**src/hw/rtl/fsba_pkg.sv**
```systemverilog
// Shared types, codes and defaults for the fit strategy block allocator.
package fsba_pkg;

  localparam int NUM_PARTITIONS_DEF = 16;
  localparam int SIZE_BITS_DEF      = 16;

  localparam int FUNC_BITS     = 2;
  localparam int SLOT_BITS     = 4;
  localparam int AMOUNT_BITS   = 16;
  localparam int STRATEGY_BITS = 2;
  localparam int COUNT_BITS    = 5;
  localparam int CFG_IDX_BITS  = 1;
  localparam int CFG_DATA_BITS = 5;

  localparam logic [FUNC_BITS-1:0] FUNC_LOAD    = 2'd0;
  localparam logic [FUNC_BITS-1:0] FUNC_RESTORE = 2'd1;
  localparam logic [FUNC_BITS-1:0] FUNC_PLACE   = 2'd2;

  localparam logic [STRATEGY_BITS-1:0] STRAT_FIRST = 2'd0;
  localparam logic [STRATEGY_BITS-1:0] STRAT_NEXT  = 2'd1;
  localparam logic [STRATEGY_BITS-1:0] STRAT_BEST  = 2'd2;
  localparam logic [STRATEGY_BITS-1:0] STRAT_WORST = 2'd3;

  localparam logic [CFG_IDX_BITS-1:0] CFG_STRATEGY    = 1'd0;
  localparam logic [CFG_IDX_BITS-1:0] CFG_BLOCK_COUNT = 1'd1;

  localparam logic [STRATEGY_BITS-1:0] STRATEGY_RESET    = STRAT_FIRST;
  localparam logic [COUNT_BITS-1:0]    BLOCK_COUNT_RESET = 5'd16;

  typedef struct packed {
    logic [FUNC_BITS-1:0]   func;
    logic [SLOT_BITS-1:0]   slot;
    logic [AMOUNT_BITS-1:0] amount;
  } req_t;

  typedef struct packed {
    logic                   granted;
    logic [SLOT_BITS-1:0]   chosen_slot;
    logic [AMOUNT_BITS-1:0] remaining_after;
  } rsp_t;

  typedef struct packed {
    logic capture;
    logic issue;
    logic commit;
  } cmd_t;

  typedef struct packed {
    logic issue_stop;
    logic drained;
  } status_t;

endpackage

```
**src/hw/rtl/fsba_ctrl.sv**
```systemverilog
// Sequencer for the allocator: capture, scan or sweep, commit.
module fsba_ctrl (
  input  logic             clk,
  input  logic             rst,
  input  logic             start,
  input  fsba_pkg::status_t status,
  output fsba_pkg::cmd_t    cmd,
  output logic             busy
);
  import fsba_pkg::*;

  typedef enum logic [1:0] {
    IDLE,
    SCAN,
    COMMIT
  } state_t;

  state_t state;
  state_t state_next;

  always_comb begin
    state_next  = state;
    cmd         = '0;
    case (state)
      IDLE: begin
        if (start) begin
          cmd.capture = 1'b1;
          state_next  = SCAN;
        end
      end
      SCAN: begin
        cmd.issue = !status.issue_stop;
        if (status.drained) begin
          state_next = COMMIT;
        end
      end
      COMMIT: begin
        cmd.commit = 1'b1;
        state_next = IDLE;
      end
      default: begin
        state_next = IDLE;
      end
    endcase
  end

  always_ff @(posedge clk) begin
    if (rst) begin
      state <= IDLE;
    end else begin
      state <= state_next;
    end
  end

  assign busy = (state != IDLE);

endmodule

```
**src/hw/rtl/fsba_datapath.sv**
```systemverilog
// Partition tables, scan counter, fit compare and result register.
module fsba_datapath #(
  parameter int NUM_PARTITIONS = fsba_pkg::NUM_PARTITIONS_DEF,
  parameter int SIZE_BITS      = fsba_pkg::SIZE_BITS_DEF
) (
  input  logic                             clk,
  input  logic                             rst,
  input  fsba_pkg::req_t                   request,
  input  logic                             cfg_write,
  input  logic [fsba_pkg::CFG_IDX_BITS-1:0]  cfg_index,
  input  logic [fsba_pkg::CFG_DATA_BITS-1:0] cfg_data,
  input  fsba_pkg::cmd_t                   cmd,
  output fsba_pkg::status_t                status,
  output fsba_pkg::rsp_t                   result,
  output logic                             done
);
  import fsba_pkg::*;

  localparam int IW = $clog2(NUM_PARTITIONS);
  localparam int CW = $clog2(NUM_PARTITIONS + 1);

  logic [SIZE_BITS-1:0] orig_mem [NUM_PARTITIONS];
  logic [SIZE_BITS-1:0] rem_mem  [NUM_PARTITIONS];
  logic [NUM_PARTITIONS-1:0] orig_vld;
  logic [NUM_PARTITIONS-1:0] rem_vld;

  logic [STRATEGY_BITS-1:0] strategy;
  logic [COUNT_BITS-1:0]    block_count;
  logic [IW-1:0]            rover;

  logic [FUNC_BITS-1:0]     func_q;
  logic [SLOT_BITS-1:0]     slot_q;
  logic [SIZE_BITS-1:0]     amt_q;
  logic [STRATEGY_BITS-1:0] strat_q;
  logic [CW-1:0]            scan_n;
  logic [CW-1:0]            cnt;
  logic [IW-1:0]            pos;
  logic [IW-1:0]            pos_next;

  logic                     rd_pend;
  logic [IW-1:0]            rd_idx;
  logic [SIZE_BITS-1:0]     rd_data;
  logic                     rd_v;

  logic                     have_best;
  logic [IW-1:0]            best_idx;
  logic [SIZE_BITS-1:0]     best_cap;

  logic [CW-1:0]            used_n;
  logic [IW-1:0]            start_pos;
  logic [SIZE_BITS-1:0]     cap;
  logic                     fits;
  logic                     take;
  logic                     early;
  logic                     slot_ok;
  logic [SIZE_BITS-1:0]     diff;
  rsp_t                     result_next;

  always_comb begin
    if (32'(block_count) > 32'(NUM_PARTITIONS)) begin
      used_n = CW'(NUM_PARTITIONS);
    end else begin
      used_n = CW'(block_count);
    end
    if (request.func == FUNC_PLACE && strategy == STRAT_NEXT && CW'(rover) < used_n) begin
      start_pos = rover;
    end else begin
      start_pos = '0;
    end
  end

  always_comb begin
    if (CW'(pos) + CW'(1) == scan_n) begin
      pos_next = '0;
    end else begin
      pos_next = pos + IW'(1);
    end
  end

  always_comb begin
    cap  = rd_v ? rd_data : '0;
    fits = (amt_q <= cap);
    take = 1'b0;
    if (rd_pend && func_q == FUNC_PLACE && fits) begin
      if (!have_best) begin
        take = 1'b1;
      end else begin
        case (strat_q)
          STRAT_BEST:  take = (cap < best_cap);
          STRAT_WORST: take = (cap > best_cap);
          default:     take = 1'b0;
        endcase
      end
    end
  end

  assign early   = (strat_q == STRAT_FIRST || strat_q == STRAT_NEXT) && have_best;
  assign slot_ok = (32'(slot_q) < 32'(NUM_PARTITIONS));
  assign diff    = best_cap - amt_q;

  assign status.issue_stop = (cnt == scan_n) || early;
  assign status.drained    = status.issue_stop && !rd_pend;

  // Configuration registers.
  always_ff @(posedge clk) begin
    if (rst) begin
      strategy    <= STRATEGY_RESET;
      block_count <= BLOCK_COUNT_RESET;
    end else if (cfg_write) begin
      case (cfg_index)
        CFG_STRATEGY:    strategy    <= cfg_data[STRATEGY_BITS-1:0];
        CFG_BLOCK_COUNT: block_count <= cfg_data[COUNT_BITS-1:0];
        default: begin
        end
      endcase
    end
  end

  // Capture the item and run the scan counter.
  always_ff @(posedge clk) begin
    if (cmd.capture) begin
      func_q  <= request.func;
      slot_q  <= request.slot;
      amt_q   <= SIZE_BITS'(request.amount);
      strat_q <= strategy;
      pos     <= start_pos;
      case (request.func)
        FUNC_PLACE:   scan_n <= used_n;
        FUNC_RESTORE: scan_n <= CW'(NUM_PARTITIONS);
        default:      scan_n <= '0;
      endcase
    end else if (cmd.issue) begin
      pos <= pos_next;
    end
    if (cmd.issue) begin
      rd_idx <= pos;
      if (func_q == FUNC_RESTORE) begin
        rd_data <= orig_mem[pos];
        rd_v    <= orig_vld[pos];
      end else begin
        rd_data <= rem_mem[pos];
        rd_v    <= rem_vld[pos];
      end
    end
    if (take) begin
      best_idx <= rd_idx;
      best_cap <= cap;
    end
  end

  always_ff @(posedge clk) begin
    if (rst) begin
      cnt       <= '0;
      rd_pend   <= 1'b0;
      have_best <= 1'b0;
    end else begin
      rd_pend <= cmd.issue;
      if (cmd.capture) begin
        cnt       <= '0;
        have_best <= 1'b0;
      end else begin
        if (cmd.issue) begin
          cnt <= cnt + CW'(1);
        end
        if (take) begin
          have_best <= 1'b1;
        end
      end
    end
  end

  // Table storage.
  always_ff @(posedge clk) begin
    if (rd_pend && func_q == FUNC_RESTORE) begin
      rem_mem[rd_idx] <= rd_data;
    end else if (cmd.commit && func_q == FUNC_LOAD && slot_ok) begin
      rem_mem[IW'(slot_q)] <= amt_q;
    end else if (cmd.commit && func_q == FUNC_PLACE && have_best) begin
      rem_mem[best_idx] <= diff;
    end
    if (cmd.commit && func_q == FUNC_LOAD && slot_ok) begin
      orig_mem[IW'(slot_q)] <= amt_q;
    end
  end

  always_ff @(posedge clk) begin
    if (rst) begin
      orig_vld <= '0;
      rem_vld  <= '0;
    end else begin
      if (rd_pend && func_q == FUNC_RESTORE) begin
        rem_vld[rd_idx] <= rd_v;
      end else if (cmd.commit && func_q == FUNC_LOAD && slot_ok) begin
        rem_vld[IW'(slot_q)] <= 1'b1;
      end else if (cmd.commit && func_q == FUNC_PLACE && have_best) begin
        rem_vld[best_idx] <= 1'b1;
      end
      if (cmd.commit && func_q == FUNC_LOAD && slot_ok) begin
        orig_vld[IW'(slot_q)] <= 1'b1;
      end
    end
  end

  // Result and next-fit pointer.
  always_ff @(posedge clk) begin
    if (rst) begin
      rover <= '0;
      done  <= 1'b0;
    end else begin
      done <= cmd.commit;
      if (cmd.commit) begin
        if (func_q == FUNC_RESTORE) begin
          rover <= '0;
        end else if (func_q == FUNC_PLACE && have_best && strat_q == STRAT_NEXT) begin
          rover <= best_idx;
        end
      end
    end
  end

  always_comb begin
    result_next = '0;
    case (func_q)
      FUNC_LOAD: begin
        result_next.granted = slot_ok;
      end
      FUNC_RESTORE: begin
        result_next.granted = 1'b1;
      end
      FUNC_PLACE: begin
        if (have_best) begin
          result_next.granted         = 1'b1;
          result_next.chosen_slot     = SLOT_BITS'(best_idx);
          result_next.remaining_after = AMOUNT_BITS'(diff);
        end
      end
      default: begin
      end
    endcase
  end

  always_ff @(posedge clk) begin
    if (cmd.commit) begin
      result <= result_next;
    end
  end

endmodule

```
**src/hw/rtl/fit_strategy_block_allocator.sv**
```systemverilog
// Top level of the fit strategy block allocator.
//
// Channels: an item on request (func, slot, amount) transfers at a rising edge
// with start high and busy low. Each item gives one result on result, shown for
// exactly one cycle with done high; the receiver cannot stall it. Registers
// strategy (index 0) and block_count (index 1) are written through cfg_write,
// cfg_index and cfg_data; the user must write them only while the block is
// idle, which the block itself does not enforce.
// Scan: n is the number of table reads the scan performs, one read per cycle
// from the single read port of the partition tables. A load or an unused code
// has n = 0, a restore copies every partition (n = NUM_PARTITIONS), a placement
// reads up to min(block_count, NUM_PARTITIONS) entries; first and next fit stop
// at most one read past the first fitting entry. The next item is accepted in
// the cycle done is high.
// Reset: strategy returns to first fit, block_count to 16, all capacities read
// as zero and the next-fit pointer returns to zero.
module fit_strategy_block_allocator #(
  parameter int NUM_PARTITIONS = fsba_pkg::NUM_PARTITIONS_DEF,
  parameter int SIZE_BITS      = fsba_pkg::SIZE_BITS_DEF
) (
  input  logic                               clk,
  input  logic                               rst,
  input  logic                               start,
  output logic                               busy,
  input  fsba_pkg::req_t                     request,
  output logic                               done,
  output fsba_pkg::rsp_t                     result,
  input  logic                               cfg_write,
  input  logic [fsba_pkg::CFG_IDX_BITS-1:0]  cfg_index,
  input  logic [fsba_pkg::CFG_DATA_BITS-1:0] cfg_data
);
  import fsba_pkg::*;

  cmd_t    cmd;
  status_t status;

  fsba_ctrl u_ctrl (
    .clk    (clk),
    .rst    (rst),
    .start  (start),
    .status (status),
    .cmd    (cmd),
    .busy   (busy)
  );

  fsba_datapath #(
    .NUM_PARTITIONS (NUM_PARTITIONS),
    .SIZE_BITS      (SIZE_BITS)
  ) u_datapath (
    .clk       (clk),
    .rst       (rst),
    .request   (request),
    .cfg_write (cfg_write),
    .cfg_index (cfg_index),
    .cfg_data  (cfg_data),
    .cmd       (cmd),
    .status    (status),
    .result    (result),
    .done      (done)
  );

endmodule
```
**config.mk**
```make
export PLATFORM = sky130hd
export DESIGN_NAME = fit_strategy_block_allocator
export DESIGN_NICKNAME = d
export VERILOG_FILES = /design/src/hw/rtl/fsba_pkg.sv /design/src/hw/rtl/fsba_ctrl.sv /design/src/hw/rtl/fsba_datapath.sv /design/src/hw/rtl/fit_strategy_block_allocator.sv
export SDC_FILE = /design/constraint.sdc
export NUM_CORES = 1
export LEC_CHECK = 0
export ABC_CLOCK_PERIOD_IN_PS = 13400
export BUFFER_PORTS_ARGS = -buffer_cell sky130_fd_sc_hd__buf_2
export CORE_MARGIN = 2
export CORE_UTILIZATION = 45
export DETAILED_ROUTE_END_ITERATION = 12
export GPL_ROUTABILITY_DRIVEN = 0
export SYNTH_ARGS = -nofsm -noshare
export SYNTH_HDL_FRONTEND = slang
export SYNTH_SLANG_ARGS = --single-unit
```
**constraint.sdc**
```tcl
create_clock -name clk -period 13.4 [get_ports clk]
set_input_delay 2.68 -clock clk [delete_from_list [all_inputs] [get_ports clk]]
set_output_delay 2.68 -clock clk [all_outputs]
set_load 0.03 [all_outputs]
```
## Word-level counts from Yosys, hierarchy flattened

Memory sizes are Yosys's and may differ from the RTL's. A register that Yosys moved wholly into a read port is not among the register bits.
Cells that the tools add are included.

| storage, ports and cells | value |
|---|---|
| memories | 2 |
| memory bits (writable) | 512 |
| logic and storage cells | 150 |
| register bits | 148 |
| bits of input ports | 32 |
| output and inout bits | 23 |

Memory list:

| name | words | bits a word | read ports | clocked after memory_dff | write ports | line | source |
|---|---|---|---|---|---|---|---|
| u_datapath.orig_mem | 16 | 16 | 1 | 1 | 1 | fsba_datapath.sv:22 | `logic [SIZE_BITS-1:0] orig_mem [NUM_PARTITIONS];` |
| u_datapath.rem_mem | 16 | 16 | 1 | 1 | 1 | fsba_datapath.sv:23 | `logic [SIZE_BITS-1:0] rem_mem [NUM_PARTITIONS];` |

| operators by class | value |
|---|---|
| mux-type cells | 55 |
| equal/unequal tests | 14 |
| reductions and logical operators | 35 |
| magnitude comparators | 12 |
| bitwise operators | 4 |
| add/sub/neg operators | 4 |

Operators by type and width:

| kind | count |
|---|---|
| $mux W16 | 7 |
| $or A16 B16 Y16 | 3 |
| $mux W4 | 10 |
| $reduce_or A16 Y1 | 2 |
| $mux W1 | 24 |
| $mux W21 | 1 |
| $lt A4 B5 Y1 const B | 4 |
| $bwmux W16 | 1 |
| $gt A16 B16 Y1 | 1 |
| $le A16 B16 Y1 | 1 |
| $lt A16 B16 Y1 | 1 |
| $sub A16 B16 Y16 | 1 |
| $logic_and A1 B1 Y1 | 15 |
| $demux W1 S4 | 3 |
| $ge A4 B1 Y1 const B | 3 |
| $eq A2 B1 Y1 const B | 5 |
| $eq A2 B2 Y1 const B | 5 |
| $eq A5 B5 Y1 | 2 |
| $pmux W5 S2 | 1 |
| $reduce_and A2 Y1 | 5 |
| $bmux W1 S4 | 2 |
| $logic_not A2 Y1 | 3 |
| $reduce_bool A2 Y1 | 3 |
| $add A4 B1 Y5 const B | 1 |
| other kinds (14) | 20 |

## Logic depth before layout (Yosys ltp)

| logic depth | value |
|---|---|
| depth after elaboration | 10 |
| depth in mapped cells | 11 |
| mapped depth without buffers | 9 |

## Hierarchy

Synthesis repeated with hierarchy kept, for this count alone.

| second synthesis, totals | value |
|---|---|
| cells, all modules | 1,627 |
| area, all modules | 27,719.1 um2 |

Modules (own cells, without submodules):

| module | times used | cells an instance | seq. area each (um2) | area each (um2) |
|---|---|---|---|---|
| fsba_datapath | 1 | 1,616 | 19,328.5 | 27,606.5 |
| fsba_ctrl | 1 | 11 | 40.0 | 112.6 |

## Worst setup path before layout

Ideal clock, no wire load.

| path | value |
|---|---|
| kind | in2reg |
| start | input start |
| end | register (tool-made name) |
| setup slack | 8.224 ns |
| arrival time | 5.118 ns |
| stages | 6 |
| path buffers | 0 |
| library setup time | 0.059 ns |
| required time | 13.341 ns |
| cell sequence | inv_1 nor2_1 inv_1 a2111oi_4 o2bb2ai_1 a22o_1 |

RTL lines:

| element | line | source |
|---|---|---|
| start, declared | fit_strategy_block_allocator.sv:23 | `input logic start,` |

==> run_results.csv <==
group,metric,value,unit
routing,drt_iter0_drc,1750,
clocking,hold_buffers,0,
clocking,numCtsBuffers,69,
setup_path,path_cells,"nand2b_1, inv_1, nand2_1, nor2_1, a21o_1, nand3_1, nor2_2",
routing,ant_nets,0,
placed_design,port_buffers,54,
power,intPower,3.74,mW
die,fp.dieW,253,µm
clocking,cts_root_buf,"clkbuf_16",
setup_path,critical_path_class,"reg2reg",
setup_path,crit_required,13600,ps
layout,instances_no_fill,2633,
layout,nets,1828,
setup_path,cp-start-kind,"flop",
logic_synthesis,syn_area,28000,µm²
sta,worstMarginPinSlew,1350,ps
layout,final_util,51.3,%
clocking,clock_sinks,664,
logic_synthesis,synth_edf_count,607,
placed_design,dp.cells,2509,
grt,antenna_found_initial,2,
layout,drive_gt1_share,24.1,%
die,initial_core_util,45.4,%
power,p_sw_share,25.1,%
power,p_per_area,158,nW/µm²
layout,syn_to_final_growth,13.2,%
setup_path,slowest_stage,"nor2_2",
hold_path,worstHoldPathType,"reg2reg",
sta,hold_viol,0,
power,seq_power_share,48.9,%
run_status,status,"complete, no violations",
placed_design,pre_cts_slack,8930,ps
sta,timing.final.ws_setup,9130,ps
sta,period_needed,4270,ps
grt,grt_max_degree,67,
logic_synthesis,syn_nets,1737,
logic_synthesis,yosys.cell_count.top_type,"edfxtp_1",
logic_synthesis,synthTopCellsByArea,"edfxtp_1 (65%), mux4_2 (14%), dfxtp_1 (4.1%), ha_1 (2.3%), nand2_1 (1.7%)",
sta,tns,0,ps
sta,finalCritPeriodShare,31.9,%
routing,drc,0,
logic_synthesis,synth.distinct_cells,69,
setup_path,cpPeakStageDelay,960,ps
clocking,cts_resized,0,
die,die_area,64100,µm²
logic_synthesis,syn_inst,1652,
sta,rsz0062_at_grt,"no",
grt,grt_use_total,22.3,%
die,rows,91,
sta,finalSetupViolations,0,
power,finalPower,4.99,mW
logic_synthesis,synth_commonest_cells,"edfxtp_1 (607), mux4_2 (170), nand2_1 (129), nor2_1 (126), a21oi_1 (62)",
die,coreArea,61600,µm²
flow_run,max-cap-violations,0,
setup_path,endpoint_kind,"flop",
setup_path,crit_buf_inv,1,
die,die_h,253,µm
grt,grt_pass1_wl,103000,µm
clocking,clkLatencyLatePin,620,ps
sta,skew,33.5,ps
routing,first_pass_iters,6,
clocking,cts_buffer_depth,3,
layout,num_antenna_cells,0,
setup_path,rrSetupSlack,9130,ps
die,io_pins,55,
logic_synthesis,yosys_register_bits,664,
sta,fmax,234,MHz
routing,routed_wl,70300,µm
clocking,path_clk_slew,60,ps
clocking,htreeDepth,3,
clocking,cts_tree,"done",
clocking,postCtsSetupBuffers,0,
setup_path,cp_top_family,"simple AND/OR/NAND/NOR gates",
power,ir_worst_vdd,0.120,mV
layout,n_fill_cell,4995,
sta,slew_viol_final,0,
grt,first_global_vias,15600,
routing,drt-vias-per-instance,5.87,
routing,wl_per_cell,26.7,µm
logic_synthesis,synth.largest_area_cell,"edfxtp_1",
power,clock_power_share,37.2,%
routing,vias,15400,
placed_design,place_hpwl,42400,µm
logic_synthesis,yosysWarningCount,0,
logic_synthesis,yosysTopAreaCellShare,65.2,%
logic_synthesis,ys.flop_type,"edfxtp_1",
logic_synthesis,ys_seq_area_share,69.3,%
setup_path,cp.arrival,4470,ps
sta,relSlewSlack,9.21,%
power,switchingPower,1.25,mW
power,pwr-share-comb,13.9,%
logic_synthesis,avgSynthCellArea,16.9,µm²
power,p_leak,10.6,nW
logic_synthesis,async_reset_ff_share,0,%
grt,grt_overflow,0,
setup_path,crit_fanout,23,
-- worst paths after layout --
path	from	end	cells past startpoint
worst min register to register	u_datapath.orig_vld[15]	u_datapath.orig_vld[15]	2
worst min-delay path	u_datapath.orig_vld[15]	u_datapath.orig_vld[15]	2
worst max-delay path	u_ctrl.state[1]	u_datapath.rem_mem[9][5]	7
worst max register to register	u_ctrl.state[1]	u_datapath.rem_mem[9][5]	7
-- power by group through the flow --
| stage | clock network (mW) | registers [mW] | logic (mW) |
|---|---|---|---|
| 2_1_floorplan | 0 | 2.40 | 0.534 |
| 3_3_place_gp | 0 | 2.49 | 0.682 |
| 3_5_place_dp | 0 | 2.48 | 0.694 |
| 4_1_cts | 1.89 | 2.44 | 0.695 |
| 5_1_grt | 1.97 | 2.45 | 0.744 |
| 6_report | 1.86 | 2.44 | 0.692 |
-- cells by family (layout without fill, tap and decap cells) --
| family | count (synthesis) | after routing | synth area share, % |
|---|---|---|---|
| AO/OA/AOI/OAI | 193 | 193 | 4.75 |
| XOR/XNOR | 23 | 23 | 0.721 |
| multiplexers | 187 | 187 | 14.3 |
| adder cells (fa/ha/maj) | 53 | 53 | 2.40 |
| flip-flops | 664 | 664 | 69.3 |
| buffers and inverters | 136 | 280 | 2.00 |
| AND/OR/NAND/NOR | 396 | 396 | 6.52 |
-- through the flow --
stage,hold slack [ps],cell area [µm²]
3_3_place_gp,444,29400
3_5_place_dp,457,29400
5_1_grt,492,31600
6_report,471,31600
4_1_cts,471,31600
2_1_floorplan,421,28000
-- final cells by class --
class	count	area (µm²)	area share (%)
repair buffers	97	593	1.88
clock buffers	87	1900	6.00
flip-flops and latches	664	19400	61.3
multi-input cells	852	8200	25.9
well taps	837	1050	3.31
clock inverters	37	287	0.906
inverters	59	221	0.700
-- layer usage --
metal | GRT usage [%] | share of wire, %
met3 | 5.16 | 7.7
met4 | 7.93 | 3.3
met1 | 30.2 | 42
met5 | 0 | 0
met2 | 35.7 | 47
-- flip-flops by register name, indices dropped and copies added (netlist names), 4 cells and up, named ones only --
register	count
u_datapath.best_idx	4
u_datapath.result	21
u_datapath.rem_mem	256
u_datapath.rem_vld	16
u_datapath.slot_q	4
u_datapath.rover	4
u_datapath.orig_mem	256
u_datapath.pos	4
u_datapath.best_cap	16
u_datapath.rd_idx	4
u_datapath.cnt	5
u_datapath.amt_q	16
u_datapath.scan_n	5
u_datapath.orig_vld	16
u_datapath.rd_data	16
u_datapath.block_count	5
-- cells in the final DEF, fill, tap and decap left out, types with 7 or more instances in the layout --
| cell | n |
|---|---|
| a211oi_1 | 18 |
| a21o_1 | 13 |
| a21oi_1 | 61 |
| a31oi_1 | 11 |
| and2_1 | 13 |
| and3_1 | 7 |
| buf_2 | 54 |
| buf_4 | 43 |
| clkbuf_1 | 12 |
| clkbuf_16 | 73 |
| clkinv_1 | 11 |
| clkinv_2 | 12 |
| clkinvlp_4 | 7 |
| dfxtp_1 | 53 |
| edfxtp_1 | 607 |
| ha_1 | 52 |
| inv_1 | 59 |
| mux2i_1 | 15 |
| mux4_2 | 170 |
| nand2_1 | 129 |
| nand2b_1 | 12 |
| nand3_1 | 25 |
| nand4_1 | 10 |
| nor2_1 | 96 |
| nor2_2 | 27 |
| nor2b_1 | 18 |
| nor3_1 | 17 |
| nor3_2 | 7 |
| o21a_1 | 10 |
| o21ai_0 | 18 |
| o31ai_1 | 16 |
| xnor2_1 | 9 |
| xor2_1 | 14 |
-- worst min-delay path, cell delays in order (launching register included) --
cell and delay [ps]:
dfxtp_1 320, nor2_1 50, nor2_1 70
(Power assumes the default switching activity.)
